## src/design/swm_pkg.sv

```systemverilog
`default_nettype none
package swm_pkg;

  // window length and sample width
  localparam int WINDOW   = 9;
  localparam int SAMPLE_W = 16;
  localparam int AGE_W    = (WINDOW > 1) ? $clog2(WINDOW) : 1;
  localparam int MID      = WINDOW / 2;

  localparam logic [AGE_W-1:0] OLDEST_AGE = AGE_W'(WINDOW - 1);

  typedef logic [SAMPLE_W-1:0] sample_t;
  typedef logic [AGE_W-1:0]    age_t;

  // what a cell shows to its neighbors and to the top level
  typedef struct packed {
    sample_t value;   // stored sample
    age_t    age;     // items since this sample arrived
    logic    lt;      // value < incoming sample
    logic    oldest;  // this sample leaves on the next item
  } cell_view_t;

  // boundary seen below cell 0 (ranks below everything)
  localparam cell_view_t BOUND_LO = '{value: '0, age: '0, lt: 1'b1, oldest: 1'b0};
  // boundary seen above the last cell (ranks above everything)
  localparam cell_view_t BOUND_HI = '{value: '0, age: '0, lt: 1'b0, oldest: 1'b0};

endpackage
`default_nettype wire

```

## src/design/sliding_window_median.sv

```systemverilog
`default_nettype none
// Sliding-window median over the last WINDOW samples (swm_pkg).
//
// Input channel: sample / sample_valid / sample_ready. Output channel:
// median / median_valid / median_ready. Every accepted item yields exactly
// one median, the value at rank WINDOW/2 of the window sorted ascending
// (upper median for an even window).
//
// The window lives in a row of cells kept in sorted order, each holding one
// sample and its age. On an accepted item every cell compares the new sample
// with its own value and, together with its two neighbors, drops the oldest
// sample and opens a slot for the new one in the same cycle.
//
// The median is registered: it appears in the cycle after the item is accepted.
// Throughput: one item per cycle while the receiver keeps up, as all cells update together.
// The result sits in the middle cell, which doubles as the output register:
// while the receiver stalls, sample_ready stays low and the window holds.
// Reset clears every sample to zero (ages 0..WINDOW-1) and drops any pending
// median; zeros take part in the ranking until WINDOW items have arrived.
module sliding_window_median import swm_pkg::*; (
  input  wire logic    clk,
  input  wire logic    rst,
  input  wire sample_t sample,
  input  wire logic    sample_valid,
  output logic         sample_ready,
  output sample_t      median,
  output logic         median_valid,
  input  wire logic    median_ready
);

  cell_view_t        views  [WINDOW];
  logic [WINDOW-1:0] oldest_vec;
  logic [WINDOW-1:0] kle;
  logic              load;

  // handshake: the window advances only when the output slot frees up
  assign sample_ready = !median_valid || median_ready;
  assign load         = sample_valid && sample_ready;

  always_ff @(posedge clk) begin
    if (rst) begin
      median_valid <= 1'b0;
    end else if (load) begin
      median_valid <= 1'b1;
    end else if (median_ready) begin
      median_valid <= 1'b0;
    end
  end

  // cell row
  for (genvar i = 0; i < WINDOW; i++) begin : g_cell
    cell_view_t left_v;
    cell_view_t right_v;
    logic       kle_left;

    assign oldest_vec[i] = views[i].oldest;
    // leaving sample at or below this cell
    assign kle[i] = |oldest_vec[i:0];

    if (i == 0) begin : g_lo
      assign left_v   = BOUND_LO;
      assign kle_left = 1'b0;
    end else begin : g_mid
      assign left_v   = views[i-1];
      assign kle_left = kle[i-1];
    end

    if (i == WINDOW - 1) begin : g_hi
      assign right_v = BOUND_HI;
    end else begin : g_nx
      assign right_v = views[i+1];
    end

    swm_cell u_cell (
      .clk       (clk),
      .rst       (rst),
      .init_age  (age_t'(i)),
      .load      (load),
      .sample_in (sample),
      .kle_self  (kle[i]),
      .kle_left  (kle_left),
      .left      (left_v),
      .right     (right_v),
      .view      (views[i])
    );
  end

  assign median = views[MID].value;

  // ordering check across neighboring cells
  logic [WINDOW-1:0] sorted_ok;
  for (genvar i = 0; i < WINDOW; i++) begin : g_chk
    if (i == WINDOW - 1) begin : g_last
      assign sorted_ok[i] = 1'b1;
    end else begin : g_pair
      assign sorted_ok[i] = (views[i].value <= views[i+1].value);
    end
  end

  // exactly one sample is due to leave
  a_one_oldest: assert property (@(posedge clk) disable iff (rst)
    $countones(oldest_vec) == 1)
    else $error("window must hold exactly one oldest sample");

  // the cell row stays sorted
  a_sorted: assert property (@(posedge clk) disable iff (rst)
    &sorted_ok)
    else $error("cell row lost ascending order");

  // every accepted item leaves a median pending
  a_result: assert property (@(posedge clk) disable iff (rst)
    load |=> median_valid)
    else $error("accepted item produced no median");

  // no median pending right after reset
  a_reset: assert property (@(posedge clk)
    $past(rst) |-> !median_valid)
    else $error("median pending after reset");

endmodule
`default_nettype wire

```

## src/design/swm_cell.sv

```systemverilog
`default_nettype none
module swm_cell import swm_pkg::*; (
  input  wire logic       clk,
  input  wire logic       rst,
  input  wire age_t       init_age,   // age given at reset, distinct per cell
  input  wire logic       load,       // an item is accepted this cycle
  input  wire sample_t    sample_in,  // incoming item, broadcast to all cells
  input  wire logic       kle_self,   // leaving sample sits at or below this cell
  input  wire logic       kle_left,   // leaving sample sits at or below the left cell
  input  wire cell_view_t left,
  input  wire cell_view_t right,
  output cell_view_t      view
);

  sample_t value;
  age_t    age;

  sample_t value_next;
  age_t    age_next;

  // entries after the leaving sample is squeezed out
  sample_t up_value;
  age_t    up_age;
  logic    up_lt;
  sample_t lo_value;
  age_t    lo_age;
  logic    lo_lt;

  always_comb begin
    // own slot after removal: shift down from the right past the leaving sample
    up_value = kle_self ? right.value : value;
    up_age   = kle_self ? right.age   : age;
    up_lt    = kle_self ? right.lt    : view.lt;
    // slot below after removal
    lo_value = kle_left ? value   : left.value;
    lo_age   = kle_left ? age     : left.age;
    lo_lt    = kle_left ? view.lt : left.lt;

    // insertion: keep, take the new sample, or shift up from below
    if (up_lt) begin
      value_next = up_value;
      age_next   = up_age + age_t'(1);
    end else if (lo_lt) begin
      value_next = sample_in;
      age_next   = '0;
    end else begin
      value_next = lo_value;
      age_next   = lo_age + age_t'(1);
    end
  end

  always_ff @(posedge clk) begin
    if (rst) begin
      value <= '0;
      age   <= init_age;
    end else if (load) begin
      value <= value_next;
      age   <= age_next;
    end
  end

  assign view.value  = value;
  assign view.age    = age;
  assign view.lt     = (value < sample_in);
  assign view.oldest = (age == OLDEST_AGE);

endmodule
`default_nettype wire
```

## config.mk

```make
export PLATFORM = sky130hd
export DESIGN_NAME = sliding_window_median
export DESIGN_NICKNAME = d
export VERILOG_FILES = /design/src/design/swm_pkg.sv /design/src/design/sliding_window_median.sv /design/src/design/swm_cell.sv
export SDC_FILE = /design/constraint.sdc
export NUM_CORES = 1
export LEC_CHECK = 0
export BUFFER_PORTS_ARGS = -buffer_cell sky130_fd_sc_hd__buf_4
export CAP_MARGIN = 20
export CORE_ASPECT_RATIO = 0.8
export CORE_MARGIN = 8
export CORE_UTILIZATION = 49
export CTS_BUF_LIST = sky130_fd_sc_hd__clkbuf_4 sky130_fd_sc_hd__clkbuf_8
export CTS_CLUSTER_SIZE = 20
export DETAILED_ROUTE_END_ITERATION = 10
export PLACE_DENSITY_LB_ADDON = 0.2
export RECOVER_POWER = 100
export SLEW_MARGIN = 10
export SYNTH_ARGS = -nofsm -noshare
export SYNTH_HDL_FRONTEND = slang
export SYNTH_SLANG_ARGS = --single-unit
```

## constraint.sdc

```tcl
create_clock -name clk -period 5.3 [get_ports clk]
set_input_delay 0.53 -clock clk [delete_from_list [all_inputs] [get_ports clk]]
set_output_delay 0.53 -clock clk [all_outputs]
set_load 0.005 [all_outputs]
```

==> qor.txt, run 1 <==
RSZ-0062 raised after global routing -> no
Yosys top cell by area -> dfxtp_1
Worst Setup End Kind -> flop
Fmax -> 223.1 MHz
Number of global-route vias before repair -> 13230
Tmin final -> 4.483 ns
Clock tree buffer depth -> 2
I/O Buffers -> 37
Top_reg_cell synth -> dfxtp_1
Delay-heaviest family, CP -> simple AND/OR/NAND/NOR gates
Num rows -> 55
Detailed-route vias per instance -> 6.617
Failing checks -> capacitance limit, slew limit
Final period util -> 84.58%
Worst EP arrival -> 4.86 ns
Max Cap Viol -> 3
Final setup violation count -> 0
Max-slew violations -> 69
GRT Overall Usage -> 26.45%
Max H-tree Level -> 4
First-pass GRT wire length -> 74400 um
Slowest stage delay, CP -> 1.30 ns
Number of enable flip-flop cells after synthesis -> 0
1st-pass router iterations -> 6
Worst path slowest cell -> o22a_1
Setup TNS -> 0 ns
Peak supply drop -> 183.4 uV
Syn nets -> 2020
Synth cell types -> 79
Share of layout cells above drive strength 1 -> 6.478%
Die W -> 206.6 um
Detailed Route Iter0 Violations -> 1417
CTS root buffer -> clkbuf_8
Status -> finished, violations left
Dpl cell area -> 14540 sq um
Setup Skew -> 0.02792 ns
Clock transition at path regs -> 0.11 ns
Post-synthesis sequential area ratio -> 25.46%
Crit path buf inv count -> 1
DR DRC count -> 0
Routed vias -> 14410
Antenna viol nets, final -> 0
Finished Cell Area -> 14870 sq um
Final WL -> 46950 um
DP HPWL -> 33650 um
Initial antenna violation count -> 1
Worst min path class -> in -> reg
# resized after CTS -> 0
Filler instances -> 2779
Crit-path max FO -> 51
Post-Syn Area -> 14230 sq um
Crit-path cells -> or4b_4 -> and4_4 -> nand2_1 -> o22a_1 -> buf_4 -> o21a_1 -> a31oi_1
Largest net degree at the start of global routing -> 83
Global placer's final weighted congestion -> 0.9430
Dpl cells -> 2144
Setup CP Type -> reg -> reg
Post-Syn Area per Cell -> 7.669 sq um
Async set-reset flop share out of synthesis -> 0%
IO Count -> 38
Hold_buf cts -> 0
Slew headroom -> -24.18%
Total CTS buffers -> 17
Final std cells w/o fill -> 2177
Layout net count -> 1957
DR WL/cell -> 21.57 um
Final hold violations -> 0
Worst Path Required -> 5.68 ns
Starting Density -> 50.08%
Worst setup SP type -> flop
Die area -> 34790 sq um
Synth area leaders -> dfxtp_1, ha_1, nand2_1
Core Area -> 28420 sq um
Overflow after GRT -> 0
Pwr dens -> 255.6 nW/um^2
Share of the synthesized area in the top cell type -> 25.46%
Yosys Warn Count -> 0
Latest clock arrival within the worst-skew pair -> 0.51 ns
CTS tree -> built
Leakage -> 6.491 nW
WHS -> 0.2845 ns
Number of clock sinks -> 181
Synthesis-stage register bit count -> 181
Setup bufs post-CTS -> 0
Cells after Synth -> 1856
P&R area growth vs syn -> 4.448%
Slew @ Worst Pin -> 1.863 ns
Die height -> 168.4 um
power by group:
group,switching (W),internal [W]
sequential,0.000145,0.00146
clock,0.000595,0.000469
combinational,0.000713,0.000418
total,0.00145,0.00235
cells in the final DEF (no fill, tap or decap), types with 9 or more instances in the layout:
master,count
clkbuf_8,17
clkbuf_1,16
nand2_1,381
nand3_1,61
inv_1,39
clkbuf_4,10
mux2i_1,102
o211ai_1,23
nor3_1,14
o2bb2ai_1,16
a32oi_1,35
dfxtp_1,181
a221oi_1,33
a211oi_1,15
nand4_1,19
ha_1,144
and3_1,37
xnor2_1,9
nand2b_1,13
o21ai_0,175
a21oi_1,103
o21a_1,21
a31oi_1,58
o221ai_1,33
a21o_1,10
nor2_1,45
buf_4,51
cell type report:
cell class | instances | area (sq um) | share of cell area (%)
sequential | 181 | 3623 | 24.37
multi-input combinational | 1476 | 9696 | 65.22
clock buffer | 17 | 234.0 | 1.574
antenna | 1 | 2.502 | 0.01683
tap | 370 | 462.9 | 3.114
inverter | 40 | 150.1 | 1.010
clock inverter | 15 | 180.2 | 1.212
timing repair buffer | 77 | 518.0 | 3.484
kinds of logic after synthesis:
kind of cell / Yosys count / synth area share [%]
buffers and inverters: 199 / 6.461
AOI/OAI and AO/OA: 582 / 26.89
DFF: 181 / 25.46
adders and majority gates: 144 / 12.66
xor gates and xnor gates: 17 / 1.046
and+or+nand+nor: 628 / 20.08
muxes: 105 / 7.410
per-layer routing:
layer	share of wire (%)	vias up	global-route usage, %
met5	0	-	0
met4	1.3	0	7.154
met3	8.7	56	4.757
met2	43	618	38.84
met1	47	6969	38.79
li1	-	6762	-
worst paths after layout:
kind	from	to	slack (ns)	cells after the start
worst min register to register	g_cell[0].u_cell.value[7]	g_cell[0].u_cell.value[7]	0.50	2
worst max register to register	g_cell[0].u_cell.age[0]	g_cell[3].u_cell.value[15]	0.82	7
worst max-delay path	g_cell[0].u_cell.age[0]	g_cell[3].u_cell.value[15]	0.82	7
worst min-delay path	sample_valid	median_valid	0.28	3
tightest hold or removal path, stage by stage:
cell,delay (ns)
buf_4,0.12
inv_1,0.04
a21oi_1,0.05
sequential cells by signal (all words and copies together) (netlist names):
name / flops
g_cell.u_cell.age: 36
median_valid: 1
g_cell.u_cell.value: 144
stage by stage:
stage	worst slack, ns	utilization, %	power (W)
finish	0.8171	52.31	0.003800
global route	0.5481	52.30	0.003987
CTS	1.411	52.63	0.003796
detailed placement	1.165	51.17	0.002747
global placement	1.181	51.17	0.002730
floorplan	2.001	-	0.002435
synth_stat cells (all sizes together), types with 37 or more instances:
library cell,count
and3,37
a21oi,104
mux2i,102
inv,40
buf,68
nand2,383
nand3,61
clkbuf,91
a31oi,58
ha,144
o21ai,180
nor2,47
dfxtp,181
No activity file was read; power rests on OpenSTA's default activity.
==> inputs of run 2 (changes only) <==
==> constraint.sdc (replaced) <==
create_clock -name clk -period 3.9 [get_ports clk]
set_input_delay 0.39 -clock clk [delete_from_list [all_inputs] [get_ports clk]]
set_output_delay 0.39 -clock clk [all_outputs]
set_load 0.005 [all_outputs]
==> run 2 against run 1 <==
The flow now finishes without violations. Power is 35% higher. Cell area up 2.2%. Sequential share of layout area shrank 0.54 points. Via count up 0.73%. Combinational power up 41%. Critical path type is now in -> reg. Clock-buffer cell count up 4. Wire length is essentially flat. Critical endpoint is now g_cell[5].u_cell.age[1]. Non-clock buffer count rose by 37. Global-route usage is 0.40 points higher.
==> qor.txt, run 2 (synthesized netlist as in run 1, its figures left out) <==
Detailed-route vias per instance -> 6.557 (-0.91%)
Final WL -> 46980 um (about the same)
Overflow after GRT -> 0 (unchanged)
Worst setup path startpoint -> sample[11]
Worst reg2reg path depth -> 8 (+1)
Max Cap Viol -> 0 (-3)
Peak supply drop -> 218.0 uV (+19%)
Routed vias -> 14510 (+0.73%)
Number of clock sinks -> 181 (unchanged)
Final setup violation count -> 0 (unchanged)
Total CTS buffers -> 17 (unchanged)
Antenna viol nets, final -> 0 (unchanged)
Internal power -> 0.003217 W (+37%)
Destination of the critical timing path -> g_cell[5].u_cell.age[1]
GRT Overall Usage -> 26.86% (+0.40 points)
Final Util -> 53.48% (+1.2 points)
Setup CP Type -> in -> reg
P&R area growth vs syn -> 6.795%
Layout net count -> 1994 (+1.9%)
I/O Buffers -> 37 (unchanged)
Core Area -> 28420 sq um (unchanged)
DR DRC count -> 0 (unchanged)
Place WS -> 0.1926 ns (-0.9727 ns)
Die area -> 34790 sq um (unchanged)
Area used by multi-input combinational logic -> 9721 sq um (+0.26%)
Dpl cell area -> 14870 sq um (+2.2%)
CTS tree -> built
Clock tree buffer depth -> 2 (unchanged)
Max H-tree Level -> 4 (unchanged)
CTS root buffer -> clkbuf_8
Starting Density -> 50.08% (unchanged)
DP HPWL -> 34650 um (+3.0%)
1st-pass router iterations -> 5 (-1)
Net Sw Power -> 0.001931 W (+33%)
Num rows -> 55 (unchanged)
Die W -> 206.6 um (unchanged)
Setup bufs post-CTS -> 0 (unchanged)
Slew @ Worst Pin -> 1.112 ns (-0.7511 ns)
Seq pwr share -> 42.3% (about the same)
R2R Setup Slk -> 0.45 ns (-0.37 ns)
Detailed Route Iter0 Violations -> 1556 (+9.8%)
Tmin final -> 3.539 ns
Worst min path class -> in -> reg
WHS -> 0.1574 ns (-0.1271 ns)
Worst EP arrival -> 3.92 ns (-0.94 ns)
Setup TNS -> 0 ns (unchanged)
Worst Path Required -> 4.28 ns (-1.40 ns)
N_diodes -> 0 (-1)
FF+latch area -> 3623 sq um (unchanged)
Finished Cell Area -> 15200 sq um (+2.2%)
IO Count -> 38 (unchanged)
Critical R2R Capture -> g_cell[5].u_cell.age[1]
Leakage -> 6.684 nW (+3.0%)
Pwr dens -> 338.7 nW/um^2 (+33%)
Final period util -> 90.74%
Number of global-route vias before repair -> 13400 (+1.3%)
Setup Skew -> 0.02154 ns (-0.006378 ns)
Max-slew violations -> 0 (-100%)
# resized after CTS -> 0 (unchanged)
Filler instances -> 2754 (-0.90%)
First-pass GRT wire length -> 75330 um (+1.2%)
Most frequent cells in the layout -> nand2_1, dfxtp_1, o21ai_0
Sw Ratio -> 37.51% (-0.70 points)
DR WL/cell -> 21.23 um (-1.6%)
Crit-path max FO -> 15 (-71%)
Worst setup SP type -> input port
Power share of the clock group -> 26.8% (-1.2 points)
Max reg flops -> 144 (unchanged)
Fmax -> 282.6 MHz
Final WS setup -> 0.3613 ns (-0.4558 ns)
RSZ-0062 raised after global routing -> no
Die height -> 168.4 um (unchanged)
Most common cell after layout, fill and taps aside -> nand2_1
Initial antenna violation count -> 0 (-1)
Comb pwr share -> 30.8% (+1.0 points)
Worst Setup End Kind -> flop
Clock transition at path regs -> 0.09 ns (-0.02 ns)
Slew headroom -> 25.89% (+50 points)
Largest reg by FF count -> g_cell.u_cell.value
Final hold violations -> 0 (unchanged)
Hold_buf cts -> 0 (unchanged)
Share of layout cells above drive strength 1 -> 8.790% (+2.3 points)
Status -> complete, no violations
Global placer's final weighted congestion -> 0.8965 (-4.9%)
Biggest regs -> g_cell.u_cell.value x144, g_cell.u_cell.age x36, median_valid x1
Latest clock arrival within the worst-skew pair -> 0.50 ns (about the same)
Largest net degree at the start of global routing -> 57 (-31%)
RR Startpoint -> g_cell[0].u_cell.age[1]
## run 2: final cells by class
class                   instances  share of cell area (%)
clock buffers                  21                   1.819
clock inverters                11                  0.8231
inverters                      40                  0.9877
multi-input cells            1476                   63.95
flip-flops and latches        181                   23.84
well taps                     370                   3.046
repair buffers                114                   5.540
## run 2: metal layers
layer,part of all wire [%],track usage (%),up-vias
met5,0,0,-
met4,1.6,6.935,0
met3,9.0,4.297,60
met2,42,38.86,656
met1,48,40.29,6949
li1,-,-,6845
## run 2: per-stage QoR
stage          power (W)  cells
4_1_cts         0.005148   2213
3_3_place_gp    0.003746   2181
3_5_place_dp    0.003778   2181
5_1_grt         0.005422   2213
6_report        0.005148   2213
2_1_floorplan   0.003309   1856
## run 2: worst max-delay path: stages
cell and delay [ns]:
buf_4 0.16, inv_1 0.33, clkbuf_1 0.23, ha_1 0.28
a21oi_1 0.15, o21ai_0 0.24, a2111oi_0 0.69, a211oi_1 0.30
o22a_1 0.30, clkbuf_2 0.31, and3_1 0.29, o221a_2 0.23
## run 2: how the worst min path moves through the flow
stage / startpoint / endpoint / cells past startpoint
2_1_floorplan: g_cell[0].u_cell.value[0] / g_cell[0].u_cell.value[0] / 2
3_3_place_gp: g_cell[8].u_cell.value[14] / g_cell[8].u_cell.value[14] / 1
3_5_place_dp: g_cell[0].u_cell.value[0] / g_cell[0].u_cell.value[0] / 2
4_1_cts: sample_valid / median_valid / 3
5_1_grt: sample_valid / median_valid / 3
6_report: sample_valid / median_valid / 3
## run 2: power by group through the flow
stage	logic, W	clock network [W]	registers, W
finish	0.00159	0.00138	0.00218
global route	0.00175	0.00148	0.00220
CTS	0.00157	0.00140	0.00217
detailed placement	0.00157	0	0.00221
global placement	0.00153	0	0.00221
floorplan	0.00117	0	0.00214
==> inputs of run 3 (changes only) <==
--- a/config.mk
+++ b/config.mk
@@ -13,6 +13,7 @@
 export CTS_BUF_LIST = sky130_fd_sc_hd__clkbuf_4 sky130_fd_sc_hd__clkbuf_8
 export CTS_CLUSTER_SIZE = 20
 export DETAILED_ROUTE_END_ITERATION = 10
+export MAX_ROUTING_LAYER = met4
 export PLACE_DENSITY_LB_ADDON = 0.2
 export RECOVER_POWER = 100
 export SLEW_MARGIN = 10
==> run 3 against run 2 <==
Register-to-register slack got worse by 0.08 ns. Cell area down 0.19%. Critical path depth decreased by 5. Sequential share of layout area about the same. Sequential cell count did not move.
==> qor.txt, run 3 (synthesized netlist as in run 1, its figures left out) <==
Sw Ratio -> 37.04% (-0.47 points)
Die W -> 206.6 um (unchanged)
Layout net count -> 1992 (-0.10%)
Crit-path cells -> or4b_4 -> nand4_1 -> nor3_1 -> buf_4 -> o22ai_4 -> nand2b_1 -> o21ai_0
Global route hottest layer -> met1
I/O Buffers -> 37 (unchanged)
Setup TNS -> 0 ns (unchanged)
Largest reg by FF count -> g_cell.u_cell.value
Total CTS buffers -> 17 (unchanged)
Worst reg2reg path depth -> 7 (-1)
Max reg flops -> 144 (unchanged)
Met3 Use GR -> 4.719% (+0.42 points)
Number of clock sinks -> 181 (unchanged)
Setup CP Type -> reg -> reg
Met2 Usage GRT -> 38.41% (-0.45 points)
Internal power -> 0.003305 W (+2.7%)
Destination of the critical timing path -> g_cell[6].u_cell.value[11]
Pwr dens -> 345.9 nW/um^2 (+2.1%)
Most frequent cells in the layout -> nand2_1, dfxtp_1, o21ai_0
Critical R2R Capture -> g_cell[6].u_cell.value[11]
WHS -> 0.1600 ns (+0.002624 ns)
Critical path depth -> 7 (-5)
Die area -> 34790 sq um (unchanged)
Comb pwr share -> 30.0% (-0.8 points)
Overflow after GRT -> 0 (unchanged)
Worst setup path startpoint -> g_cell[0].u_cell.age[0]
Worst Path Required -> 4.30 ns (+0.02 ns)
Latest clock arrival within the worst-skew pair -> 0.50 ns (about the same)
Starting Density -> 50.08% (unchanged)
Num rows -> 55 (unchanged)
First-pass GRT wire length -> 74610 um (-0.95%)
Slew headroom -> 38.95% (+13 points)
Worst EP arrival -> 3.92 ns (about the same)
Initial antenna violation count -> 0 (unchanged)
DP HPWL -> 34350 um (-0.86%)
IO Count -> 38 (unchanged)
Crit-path max FO -> 38 (+23)
Delay-heaviest family, CP -> simple AND/OR/NAND/NOR gates
DR DRC count -> 0 (unchanged)
Slew @ Worst Pin -> 0.9158 ns (-0.1958 ns)
Routed vias -> 14420 (-0.61%)
R2R Setup Slk -> 0.37 ns (-0.08 ns)
CTS root buffer -> clkbuf_8
Largest net degree at the start of global routing -> 89 (+56%)
Setup Skew -> 0.02868 ns (+0.007141 ns)
Share of layout cells above drive strength 1 -> 8.207% (-0.58 points)
Area used by multi-input combinational logic -> 9697 sq um (-0.24%)
Setup bufs post-CTS -> 0 (unchanged)
Global placer's final weighted congestion -> 0.9005 (+0.45%)
Max Cap Viol -> 0 (unchanged)
Antenna viol nets, final -> 0 (unchanged)
Final setup violation count -> 0 (unchanged)
Clock transition at path regs -> 0.11 ns (+0.02 ns)
RSZ-0062 raised after global routing -> no
Core Area -> 28420 sq um (unchanged)
Final Util -> 53.38% (-0.10 points)
Worst setup SP type -> flop
Place WS -> 0.06853 ns (-0.1241 ns)
Hold_buf cts -> 0 (unchanged)
Worst min path class -> in -> reg
Clock tree buffer depth -> 2 (unchanged)
Most common cell after layout, fill and taps aside -> nand2_1
Detailed-route vias per instance -> 6.525 (-0.48%)
Leakage -> 6.670 nW (-0.20%)
Detailed Route Iter0 Violations -> 1558 (+0.13%)
Dpl cells -> 2178 (-0.14%)
Max H-tree Level -> 4 (unchanged)
Seq pwr share -> 41.5% (-0.8 points)
P&R area growth vs syn -> 6.593%
Max-slew violations -> 0 (unchanged)
Net Sw Power -> 0.001944 W (+0.66%)
Fmax -> 283.5 MHz (+0.32%)
Peak supply drop -> 245.9 uV (+13%)
Tmin final -> 3.528 ns (-0.01117 ns)
Biggest regs -> g_cell.u_cell.value x144, g_cell.u_cell.age x36, median_valid x1
# resized after CTS -> 0 (unchanged)
Status -> complete, no violations
CTS tree -> built
Worst path slowest cell -> nor3_1
Die height -> 168.4 um (unchanged)
RR Startpoint -> g_cell[0].u_cell.age[0]
Crit path buf inv count -> 1 (-3)
Final period util -> 90.45% (-0.29 points)
Worst Setup End Kind -> flop
Filler instances -> 2739 (-0.54%)
Final WL -> 46830 um (-0.32%)
DR WL/cell -> 21.19 um (-0.19%)
Number of global-route vias before repair -> 13360 (-0.31%)
1st-pass router iterations -> 5 (unchanged)
Slowest stage delay, CP -> 0.65 ns (-0.04 ns)
Final WS setup -> 0.3725 ns (+0.01117 ns)
FF+latch area -> 3623 sq um (unchanged)
Final hold violations -> 0 (unchanged)
GRT Overall Usage -> 27.35% (+0.49 points)
Power share of the clock group -> 28.5% (+1.7 points)
Final std cells w/o fill -> 2210 (-0.14%)
N_diodes -> 0 (unchanged)
GR Util met1 -> 39.42% (-0.87 points)
-- run 3: cell types whose count changed in the layout (fill, tap and decap cells not counted), moves of 2 or more --
cell        delta
clkinv_4       +2
clkbuf_4       -2
clkbuf_1       +4
buf_4          -2
clkinvlp_4     -2
clkbuf_2       -2
bufinv_16      +2
-- run 3: layer usage --
layer	wire length (um)	part of all wire, %
met1	22410	48
met3	3937	8.4
met4	923	2.0
met5	0	0
met2	19550	42
-- run 3: worst min path at each step --
stage	from	to	slack, ns	cells past startpoint
2_1_floorplan	g_cell[0].u_cell.value[0]	g_cell[0].u_cell.value[0]	0.46	2
3_3_place_gp	g_cell[8].u_cell.value[4]	g_cell[8].u_cell.value[4]	0.48	1
3_5_place_dp	g_cell[8].u_cell.value[2]	g_cell[8].u_cell.value[2]	0.48	1
4_1_cts	sample_valid	median_valid	0.13	3
5_1_grt	sample_valid	median_valid	0.15	3
6_report	sample_valid	median_valid	0.16	3
-- run 3: tightest hold or removal path: cells and delay by family --
kind / cells / cell delay [ns]
buf+inv: 2 / 0.16
compound gates: 1 / 0.05
-- run 3: power groups by stage --
stage / clock network (W) / registers [W] / logic [W]
after CTS: 0.00151 / 0.00217 / 0.00157
after global placement: 0 / 0.00221 / 0.00152
after detailed placement: 0 / 0.00221 / 0.00156
final: 0.00149 / 0.00218 / 0.00158
after floorplan: 0 / 0.00214 / 0.00117
after global routing: 0.00158 / 0.00220 / 0.00174
-- run 3: per-stage QoR --
step | area, sq um | total power (W)
floorplan | 14230 | 0.003309
global placement | 14830 | 0.003734
detailed placement | 14830 | 0.003770
CTS | 15270 | 0.005253
global route | 15170 | 0.005516
finish | 15170 | 0.005249
-- run 3: layout make-up --
| cell class | count | area share, % |
|---|---|---|
| Multi-Input combinational cell | 1476 | 63.91 |
| Sequential cell | 181 | 23.88 |
| Timing Repair Buffer | 112 | 5.303 |
| Inverter | 40 | 0.9896 |
| Clock buffer | 19 | 1.682 |
| Clock inverter | 12 | 1.179 |
| Tap cell | 370 | 3.051 |
